`config.mk`:
```
export PLATFORM = sky130hd
export DESIGN_NAME = first_match_packet_rule_filter
export DESIGN_NICKNAME = d
export VERILOG_FILES = /design/src/sv/fmprf_pkg.sv /design/src/sv/fmprf_datapath.sv /design/src/sv/fmprf_ctrl.sv /design/src/sv/first_match_packet_rule_filter.sv
export VERILOG_INCLUDE_DIRS = /design/src /design/src/sv
export SDC_FILE = /design/constraint.sdc
export NUM_CORES = 2
export LEC_CHECK = 0
export BUFFER_PORTS_ARGS = -buffer_cell sky130_fd_sc_hd__buf_4
export CORE_MARGIN = 5
export CORE_UTILIZATION = 35
export DETAILED_ROUTE_END_ITERATION = 6
export SKIP_LAST_GASP = 1
export SYNTH_ARGS = -nofsm -noshare
export SYNTH_HDL_FRONTEND = slang
export SYNTH_SLANG_ARGS = --single-unit
```
`constraint.sdc`:
```
create_clock -name aclk -period 13.75 [get_ports aclk]
set_input_delay 2.75 -clock aclk [delete_from_list [all_inputs] [get_ports aclk]]
set_output_delay 2.75 -clock aclk [all_outputs]
set_load 0.01 [all_outputs]
```
`src/sv/first_match_packet_rule_filter_macros.svh`:
```
// Assertion macros for the packet rule filter controller.
// No dependencies; included by fmprf_ctrl, the module that carries assertions.
`ifndef FIRST_MATCH_PACKET_RULE_FILTER_MACROS_SVH
`define FIRST_MATCH_PACKET_RULE_FILTER_MACROS_SVH

// Same-cycle implication, disabled while reset is asserted.
`define FMPRF_ASSERT_NOW(label, clk, rst_n, ante, cons, msg) \
    label: assert property (@(posedge clk) disable iff (!(rst_n)) (ante) |-> (cons)) \
        else $error(msg);

// Next-cycle implication, disabled while reset is asserted.
`define FMPRF_ASSERT_NEXT(label, clk, rst_n, ante, cons, msg) \
    label: assert property (@(posedge clk) disable iff (!(rst_n)) (ante) |=> (cons)) \
        else $error(msg);

`endif

```
`src/sv/fmprf_pkg.sv`:
```
// Package for the packet rule filter: sizes, codes, rule record and
// controller/datapath interface structs. No dependencies.
`default_nettype none

package fmprf_pkg;

    localparam int RULES = 16;
    localparam int IDX_W = (RULES > 1) ? $clog2(RULES) : 1;
    localparam int CNT_W = $clog2(RULES + 1);
    localparam int NUM_W = 5;
    localparam int CMP_W = (CNT_W > NUM_W) ? CNT_W : NUM_W;

    localparam logic [1:0] OP_CLASSIFY = 2'd0;
    localparam logic [1:0] OP_APPEND   = 2'd1;
    localparam logic [1:0] OP_REMOVE   = 2'd2;

    localparam logic [1:0] STATUS_OK      = 2'd0;
    localparam logic [1:0] STATUS_FULL    = 2'd1;
    localparam logic [1:0] STATUS_NO_RULE = 2'd2;

    localparam int WILD_SRC_ADDR = 0;
    localparam int WILD_DST_ADDR = 1;
    localparam int WILD_PROTO    = 2;
    localparam int WILD_SPORT    = 3;
    localparam int WILD_DPORT    = 4;

    typedef struct packed {
        logic [31:0] src_addr;
        logic [31:0] dst_addr;
        logic [7:0]  protocol;
        logic [15:0] sport;
        logic [15:0] dport;
        logic [4:0]  wild;
        logic        action;
    } rule_t;

    typedef struct packed {
        logic       capture;
        logic       scan_init;
        logic       scan_dec;
        logic       rm_init;
        logic       rm_inc;
        logic       rd_en;
        logic       rd_next;
        logic       wr_append;
        logic       wr_shift;
        logic       cnt_inc;
        logic       cnt_dec;
        logic       hit_wr;
        logic       status_wr;
        logic [1:0] status_code;
        logic       load_result;
    } cmd_t;

    typedef struct packed {
        logic [1:0] op;
        logic       count_zero;
        logic       table_full;
        logic       num_bad;
        logic       hit;
        logic       idx_zero;
        logic       shift_last;
        logic       out_busy;
    } stat_t;

endpackage

`default_nettype wire

```
`src/sv/fmprf_datapath.sv`:
```
// Datapath of the packet rule filter: item registers, rule memory, rule
// count, scan index, match compare and result register. Uses fmprf_pkg.
`default_nettype none

module fmprf_datapath (
    input  wire logic               aclk,
    input  wire logic               aresetn,
    input  wire logic               cfg_wr_en,
    input  wire logic               cfg_wr_data,
    input  wire logic [1:0]         s_op,
    input  wire logic [31:0]        s_src_addr,
    input  wire logic [31:0]        s_dst_addr,
    input  wire logic [7:0]         s_protocol,
    input  wire logic [15:0]        s_sport,
    input  wire logic [15:0]        s_dport,
    input  wire logic               s_ports_present,
    input  wire logic [4:0]         s_wild_mask,
    input  wire logic               s_rule_accept,
    input  wire logic [4:0]         s_rule_number,
    input  wire fmprf_pkg::cmd_t    cmd,
    output fmprf_pkg::stat_t        stat,
    output logic                    m_valid,
    input  wire logic               m_ready,
    output logic                    m_verdict_accept,
    output logic                    m_matched,
    output logic [4:0]              m_matched_number,
    output logic [1:0]              m_status,
    output logic [4:0]              m_rule_total
);
    import fmprf_pkg::*;

    rule_t            rule_mem [RULES];
    rule_t            rd_data_reg;

    logic [1:0]       op_reg;
    rule_t            item_reg;
    logic             ports_reg;
    logic [NUM_W-1:0] num_reg;

    logic             default_accept_reg;
    logic [CNT_W-1:0] count_reg;
    logic [CNT_W-1:0] count_next;
    logic [IDX_W-1:0] idx_reg;
    logic [IDX_W-1:0] idx_next;
    logic             hit_reg;
    logic [1:0]       status_reg;

    logic             m_valid_reg;
    logic             verdict_reg;
    logic             matched_reg;
    logic [4:0]       mnum_reg;
    logic [1:0]       mstatus_reg;
    logic [4:0]       total_reg;

    logic [IDX_W:0]   idx_p1;
    logic [IDX_W:0]   count_wide;
    logic [CMP_W-1:0] num_ext;
    logic [CMP_W-1:0] cnt_ext;
    logic [CMP_W-1:0] num_m1;
    logic [CNT_W-1:0] count_m1;
    logic             rule_hit;
    logic [IDX_W-1:0] rd_addr;
    logic [IDX_W-1:0] wr_addr;
    rule_t            wr_data;
    logic             wr_en;
    logic             verdict_calc;

    assign idx_p1     = {1'b0, idx_reg} + (IDX_W + 1)'(1);
    assign count_wide = (IDX_W + 1)'(count_reg);
    assign num_ext    = CMP_W'(num_reg);
    assign cnt_ext    = CMP_W'(count_reg);
    assign num_m1     = num_ext - CMP_W'(1);
    assign count_m1   = count_reg - CNT_W'(1);

    // Compare the fetched rule against the held packet header.
    always_comb begin
        rule_hit = (rd_data_reg.action != default_accept_reg);
        if (!rd_data_reg.wild[WILD_SRC_ADDR] && rd_data_reg.src_addr != item_reg.src_addr) begin
            rule_hit = 1'b0;
        end
        if (!rd_data_reg.wild[WILD_DST_ADDR] && rd_data_reg.dst_addr != item_reg.dst_addr) begin
            rule_hit = 1'b0;
        end
        if (!rd_data_reg.wild[WILD_PROTO] && rd_data_reg.protocol != item_reg.protocol) begin
            rule_hit = 1'b0;
        end
        if (!rd_data_reg.wild[WILD_SPORT]
            && (!ports_reg || rd_data_reg.sport != item_reg.sport)) begin
            rule_hit = 1'b0;
        end
        if (!rd_data_reg.wild[WILD_DPORT]
            && (!ports_reg || rd_data_reg.dport != item_reg.dport)) begin
            rule_hit = 1'b0;
        end
    end

    assign stat.op         = op_reg;
    assign stat.count_zero = (count_reg == '0);
    assign stat.table_full = (count_reg == CNT_W'(RULES));
    assign stat.num_bad    = (num_ext == '0) || (num_ext > cnt_ext);
    assign stat.hit        = rule_hit;
    assign stat.idx_zero   = (idx_reg == '0);
    assign stat.shift_last = (idx_p1 >= count_wide);
    assign stat.out_busy   = m_valid_reg && !m_ready;

    // Rule memory: one write port, one registered read port.
    assign rd_addr = cmd.rd_next ? idx_p1[IDX_W-1:0] : idx_reg;
    assign wr_en   = cmd.wr_append || cmd.wr_shift;
    assign wr_addr = cmd.wr_append ? count_reg[IDX_W-1:0] : idx_reg;
    assign wr_data = cmd.wr_append ? item_reg : rd_data_reg;

    always_ff @(posedge aclk) begin
        if (wr_en) begin
            rule_mem[wr_addr] <= wr_data;
        end
        if (cmd.rd_en) begin
            rd_data_reg <= rule_mem[rd_addr];
        end
    end

    // Item registers.
    always_ff @(posedge aclk) begin
        if (cmd.capture) begin
            op_reg            <= s_op;
            item_reg.src_addr <= s_src_addr;
            item_reg.dst_addr <= s_dst_addr;
            item_reg.protocol <= s_protocol;
            item_reg.sport    <= s_sport;
            item_reg.dport    <= s_dport;
            item_reg.wild     <= s_wild_mask;
            item_reg.action   <= s_rule_accept;
            ports_reg         <= s_ports_present;
            num_reg           <= s_rule_number;
        end
    end

    always_comb begin
        count_next = count_reg;
        if (cmd.cnt_inc) begin
            count_next = count_reg + CNT_W'(1);
        end else if (cmd.cnt_dec) begin
            count_next = count_m1;
        end
    end

    always_comb begin
        idx_next = idx_reg;
        priority if (cmd.scan_init) begin
            idx_next = count_m1[IDX_W-1:0];
        end else if (cmd.rm_init) begin
            idx_next = num_m1[IDX_W-1:0];
        end else if (cmd.scan_dec) begin
            idx_next = idx_reg - IDX_W'(1);
        end else if (cmd.rm_inc) begin
            idx_next = idx_p1[IDX_W-1:0];
        end
    end

    always_ff @(posedge aclk) begin
        if (!aresetn) begin
            count_reg          <= '0;
            default_accept_reg <= 1'b0;
            hit_reg            <= 1'b0;
            status_reg         <= STATUS_OK;
            m_valid_reg        <= 1'b0;
        end else begin
            count_reg <= count_next;
            if (cfg_wr_en) begin
                default_accept_reg <= cfg_wr_data;
            end
            if (cmd.capture) begin
                hit_reg    <= 1'b0;
                status_reg <= STATUS_OK;
            end else begin
                if (cmd.hit_wr) begin
                    hit_reg <= 1'b1;
                end
                if (cmd.status_wr) begin
                    status_reg <= cmd.status_code;
                end
            end
            if (cmd.load_result) begin
                m_valid_reg <= 1'b1;
            end else if (m_ready) begin
                m_valid_reg <= 1'b0;
            end
        end
    end

    always_ff @(posedge aclk) begin
        idx_reg <= idx_next;
    end

    always_comb begin
        if (hit_reg) begin
            verdict_calc = rd_data_reg.action;
        end else if (op_reg == OP_CLASSIFY) begin
            verdict_calc = default_accept_reg;
        end else begin
            verdict_calc = 1'b0;
        end
    end

    always_ff @(posedge aclk) begin
        if (cmd.load_result) begin
            verdict_reg <= verdict_calc;
            matched_reg <= hit_reg;
            mnum_reg    <= hit_reg ? 5'(idx_p1) : 5'd0;
            mstatus_reg <= status_reg;
            total_reg   <= 5'(count_reg);
        end
    end

    assign m_valid          = m_valid_reg;
    assign m_verdict_accept = verdict_reg;
    assign m_matched        = matched_reg;
    assign m_matched_number = mnum_reg;
    assign m_status         = mstatus_reg;
    assign m_rule_total     = total_reg;

endmodule

`default_nettype wire

```
`src/sv/fmprf_ctrl.sv`:
```
// Controller of the packet rule filter: sequences classify scans, appends
// and removes through the datapath. Uses fmprf_pkg and the macros header.
`default_nettype none

`include "first_match_packet_rule_filter_macros.svh"

module fmprf_ctrl (
    input  wire logic             aclk,
    input  wire logic             aresetn,
    input  wire logic             s_valid,
    output logic                  s_ready,
    input  wire fmprf_pkg::stat_t stat,
    output fmprf_pkg::cmd_t       cmd
);
    import fmprf_pkg::*;

    localparam logic [2:0] ST_IDLE   = 3'd0;
    localparam logic [2:0] ST_EXEC   = 3'd1;
    localparam logic [2:0] ST_CL_RD  = 3'd2;
    localparam logic [2:0] ST_CL_CMP = 3'd3;
    localparam logic [2:0] ST_RM_RD  = 3'd4;
    localparam logic [2:0] ST_RM_WR  = 3'd5;
    localparam logic [2:0] ST_FIN    = 3'd6;

    logic [2:0] state_reg;
    logic [2:0] state_next;

    assign s_ready = (state_reg == ST_IDLE);

    always_comb begin
        cmd        = '0;
        state_next = state_reg;
        unique case (state_reg)
            ST_IDLE: begin
                if (s_valid) begin
                    cmd.capture = 1'b1;
                    state_next  = ST_EXEC;
                end
            end
            ST_EXEC: begin
                state_next = ST_FIN;
                unique case (stat.op)
                    OP_CLASSIFY: begin
                        if (!stat.count_zero) begin
                            cmd.scan_init = 1'b1;
                            state_next    = ST_CL_RD;
                        end
                    end
                    OP_APPEND: begin
                        if (stat.table_full) begin
                            cmd.status_wr   = 1'b1;
                            cmd.status_code = STATUS_FULL;
                        end else begin
                            cmd.wr_append = 1'b1;
                            cmd.cnt_inc   = 1'b1;
                        end
                    end
                    OP_REMOVE: begin
                        if (stat.num_bad) begin
                            cmd.status_wr   = 1'b1;
                            cmd.status_code = STATUS_NO_RULE;
                        end else begin
                            cmd.rm_init = 1'b1;
                            state_next  = ST_RM_RD;
                        end
                    end
                    default: begin
                        state_next = ST_FIN;
                    end
                endcase
            end
            ST_CL_RD: begin
                cmd.rd_en  = 1'b1;
                state_next = ST_CL_CMP;
            end
            ST_CL_CMP: begin
                priority if (stat.hit) begin
                    cmd.hit_wr = 1'b1;
                    state_next = ST_FIN;
                end else if (stat.idx_zero) begin
                    state_next = ST_FIN;
                end else begin
                    cmd.scan_dec = 1'b1;
                    state_next   = ST_CL_RD;
                end
            end
            ST_RM_RD: begin
                if (stat.shift_last) begin
                    cmd.cnt_dec = 1'b1;
                    state_next  = ST_FIN;
                end else begin
                    cmd.rd_en   = 1'b1;
                    cmd.rd_next = 1'b1;
                    state_next  = ST_RM_WR;
                end
            end
            ST_RM_WR: begin
                cmd.wr_shift = 1'b1;
                cmd.rm_inc   = 1'b1;
                state_next   = ST_RM_RD;
            end
            ST_FIN: begin
                if (!stat.out_busy) begin
                    cmd.load_result = 1'b1;
                    state_next      = ST_IDLE;
                end
            end
            default: begin
                state_next = ST_IDLE;
            end
        endcase
    end

    always_ff @(posedge aclk) begin
        if (!aresetn) begin
            state_reg <= ST_IDLE;
        end else begin
            state_reg <= state_next;
        end
    end

    `FMPRF_ASSERT_NOW(a_one_writer, aclk, aresetn, cmd.wr_append, !cmd.wr_shift, "append and shift write together")
    `FMPRF_ASSERT_NOW(a_load_free, aclk, aresetn, cmd.load_result, !stat.out_busy, "result loaded over a pending transaction")
    `FMPRF_ASSERT_NEXT(a_hit_finishes, aclk, aresetn, cmd.hit_wr, state_reg == ST_FIN, "hit did not finish the scan")
    `FMPRF_ASSERT_NEXT(a_accept_exec, aclk, aresetn, s_valid && s_ready, state_reg == ST_EXEC, "accepted transaction not dispatched")

endmodule

`default_nettype wire

```
`src/sv/first_match_packet_rule_filter.sv`:
```
// One transaction in flight; the next is taken from the cycle after the last is loaded
// into the result register, and loading waits while a previous result is still pending.
// Reset (aresetn low, synchronous) empties the table, clears default_accept, drops any
// pending result; rule memory contents are left as they are and need no clearing.
`default_nettype none

module first_match_packet_rule_filter (
    input  wire logic        aclk,
    input  wire logic        aresetn,
    // default policy register
    input  wire logic        cfg_wr_en,
    input  wire logic        cfg_wr_data,
    // input transactions
    input  wire logic        s_valid,
    output logic             s_ready,
    input  wire logic [1:0]  s_op,
    input  wire logic [31:0] s_src_addr,
    input  wire logic [31:0] s_dst_addr,
    input  wire logic [7:0]  s_protocol,
    input  wire logic [15:0] s_sport,
    input  wire logic [15:0] s_dport,
    input  wire logic        s_ports_present,
    input  wire logic [4:0]  s_wild_mask,
    input  wire logic        s_rule_accept,
    input  wire logic [4:0]  s_rule_number,
    // result transactions
    output logic             m_valid,
    input  wire logic        m_ready,
    output logic             m_verdict_accept,
    output logic             m_matched,
    output logic [4:0]       m_matched_number,
    output logic [1:0]       m_status,
    output logic [4:0]       m_rule_total
);
    import fmprf_pkg::*;

    // Command and status between the sequencer and the datapath.
    cmd_t  cmd;
    stat_t stat;

    // The controller walks the rules newest first on a classify, writes the
    // next slot on an append, and on a remove moves each higher rule down one
    // slot, reading and writing the rule memory on alternate cycles.
    fmprf_ctrl u_ctrl (
        .aclk    (aclk),
        .aresetn (aresetn),
        .s_valid (s_valid),
        .s_ready (s_ready),
        .stat    (stat),
        .cmd     (cmd)
    );

    // The datapath holds the transaction, the rule memory, the rule count,
    // the match compare and the output register that parts the two sides.
    fmprf_datapath u_datapath (
        .aclk             (aclk),
        .aresetn          (aresetn),
        .cfg_wr_en        (cfg_wr_en),
        .cfg_wr_data      (cfg_wr_data),
        .s_op             (s_op),
        .s_src_addr       (s_src_addr),
        .s_dst_addr       (s_dst_addr),
        .s_protocol       (s_protocol),
        .s_sport          (s_sport),
        .s_dport          (s_dport),
        .s_ports_present  (s_ports_present),
        .s_wild_mask      (s_wild_mask),
        .s_rule_accept    (s_rule_accept),
        .s_rule_number    (s_rule_number),
        .cmd              (cmd),
        .stat             (stat),
        .m_valid          (m_valid),
        .m_ready          (m_ready),
        .m_verdict_accept (m_verdict_accept),
        .m_matched        (m_matched),
        .m_matched_number (m_matched_number),
        .m_status         (m_status),
        .m_rule_total     (m_rule_total)
    );

endmodule

`default_nettype wire

```
==> results.cfg <==
[global_routing]
antenna_found_initial = 4
grt_max_degree = 165
grt_pass1_vias = 55924
grt_usage = 0.189
gr-total-overflow = 0
grt_pass1_wl_um = 384000

[timing]
holdWs_ns = 0.435
worst_slack_ns = 6.37
max_freq_ghz = 0.136
hold_violations = 0
slew_violations = 0
skew_ns = 0.0426
setup_tns_ns = 0
setup_viol = 0
period_minus_slack_ns = 7.38
max-slew-margin-rel = 0.233
worstMarginPinSlew_ns = 1.15
rsz0062_at_grt = false
post-route-period-util = 0.536

[clock_tree]
holdBufCountCts = 0
cts_tree = built
path_clk_slew_ns = 0.07
cts.sink_count = 2019
h-tree-depth = 4
cts-buffers-inserted = 218
cts_resized = 0
post-cts-setup-buffers = 0
cts_root_buf = clkbuf_16
clock_latency_ns = 0.85
cts_max_path_buffers = 3

[layout]
layout_commonest_cell = edfxtp_1
fin_cells = 9638
final_area_um2 = 104000
final_layout_size_suffix_gt1_frac = 0.167
seq_area_um2 = 60500
multi_input_area_um2 = 30300
layout_common_cells = edfxtp_1 (2006), mux2i_1 (886), nand2_1 (795), nor3_1 (452), mux4_2 (438)
nets = 6086
filler_cell_count = 23784
largest_reg_flops = 1760
area_growth_pct = 12.8

[critical_path]
crit_fanout = 85
r2r_cells = 14
cpMostUsedCell = buf_4
critical_path_required_ns = 14.34
cp_cell_sequence = buf_4 > inv_8 > ha_4 > ha_1 > a21o_1 > a21o_1 > a21oi_2 > o211ai_1 > mux2i_1 > o21a_4 > buf_4 > buf_4 > o22ai_1 > or3_1
crit_type = register to register
crit_slowest_cell = ha_4
path_delay_family = buffers and inverters
arrival_ns = 7.96
critPathLaunchType = register
critPathBufInv = 4
worstSetupEndpointType = register
slowest_delay_ns = 1.03
r2r_end = u_datapath.rd_data_reg[108]
crit_start = u_datapath.idx_reg[0]
r2r_setup_slack_ns = 6.37
worst-path-stages = 14
endpoint = u_datapath.rd_data_reg[108]
r2r-start = u_datapath.idx_reg[0]

[detailed_routing]
viasPerCell = 5.79
post_drt_wl_per_cell_um = 27.5
num_vias = 55812
first_pass_iters = 6
drt_iter0_markers = 6096
ant_nets = 0
drcViolationCount = 0
routed_wl_um = 265000

[place]
preCtsSetupSlack_ns = 6.35
gp_congestion = 0.765
place_area_um2 = 97300
dp_hpwl_um = 133000
portBuffers = 139
placed_cells = 9238

[yosys]
ys_types = 54
synth-main-ff-cell = edfxtp_1
synth_cells = 5913
ys_seq_area_frac = 0.654
synth-seq-cells = 2019
synth-edff-count = 2006
async_flop_share = 0
synth_nets = 6056
syn_area_um2 = 92500
yosysWarnings = 0
syn_area_per_cell_um2 = 15.6

[power]
leakage_nw = 35.7
ir_drop_v = 0.000152
pwr_density_cell_nw_per_um2 = 154

[floorplan]
die_x_um = 524
core_um2 = 263000
die_height_um = 524
boundaryPins = 140
num_rows = 188
dieArea_um2 = 275000
start_util = 0.352

[outcome]
status = finished clean

[hold_path]
hold_path_class = register to register
min_from = u_datapath.status_reg[0]

[job]
cap_violations = 0
logic make-up (layout without fill, tap and decap cells):
group / count (synthesis) / in the layout / share of synthesized area
AOI/OAI and AO/OA: 397 / 397 / 0.0286
buffers and inverters: 452 / 661 / 0.0208
adders and majority gates: 19 / 19 / 0.00257
DFF: 2019 / 2019 / 0.654
and+or+nand+nor: 1586 / 1586 / 0.0801
other: 0 / 1 / 0
muxes: 1324 / 1324 / 0.203
xor gates and xnor gates: 116 / 116 / 0.0110
layer usage:
metal	vias to the layer above	wire, um	GRT usage
met5	-	13	0
met4	2	6510	0.0495
met3	433	21800	0.0321
met2	2520	123000	0.301
met1	29287	114000	0.268
li1	23570	-	-
synth_stat cells, drive strengths merged, types with 106 or more instances:
cell / number / area [um2]
a21oi: 127 / 639
a311oi: 111 / 972
buf: 123 / 672
clkbuf: 312 / 1190
edfxtp: 2006 / 60200
mux2i: 886 / 8870
mux4: 438 / 9860
nand2: 797 / 2990
nor3: 452 / 2260
o22ai: 110 / 688
or3: 112 / 701
or4: 112 / 841
xnor2: 106 / 928
where the power goes:
part           internal, mW  total (mW)  leakage [nW]  switching (mW)
clock network          3.34        5.78          3.39            2.44
logic                  1.01        2.82          14.1            1.81
registers              7.33        7.51          18.2           0.181
total                  11.7        16.1          35.7            4.43
area by class of cell:
type / instances / share of cell area
well taps: 3515 / 0.0422
multi-input cells: 3442 / 0.291
clock inverters: 136 / 0.0126
diodes: 1 / 0.0000240
clock buffers: 263 / 0.0541
inverters: 17 / 0.000684
flip-flops and latches: 2019 / 0.580
repair buffers: 245 / 0.0194
how the worst min path moves through the flow:
| stage | depth (start not counted) | end |
|---|---|---|
| CTS | 0 | u_datapath.m_status[0] |
| global route | 0 | u_datapath.m_status[0] |
| global placement | 0 | u_datapath.m_status[0] |
| finish | 0 | u_datapath.m_status[0] |
| detailed placement | 0 | u_datapath.m_status[0] |
| floorplan | 0 | u_datapath.m_rule_total[2] |
per-stage QoR:
stage / power [mW] / utilization
2_1_floorplan: 9.49 / -
3_3_place_gp: 10.4 / 0.370
3_5_place_dp: 10.5 / 0.370
4_1_cts: 16.2 / 0.397
5_1_grt: 16.7 / 0.397
6_report: 16.1 / 0.397
Power figures use the tool's default switching activity.
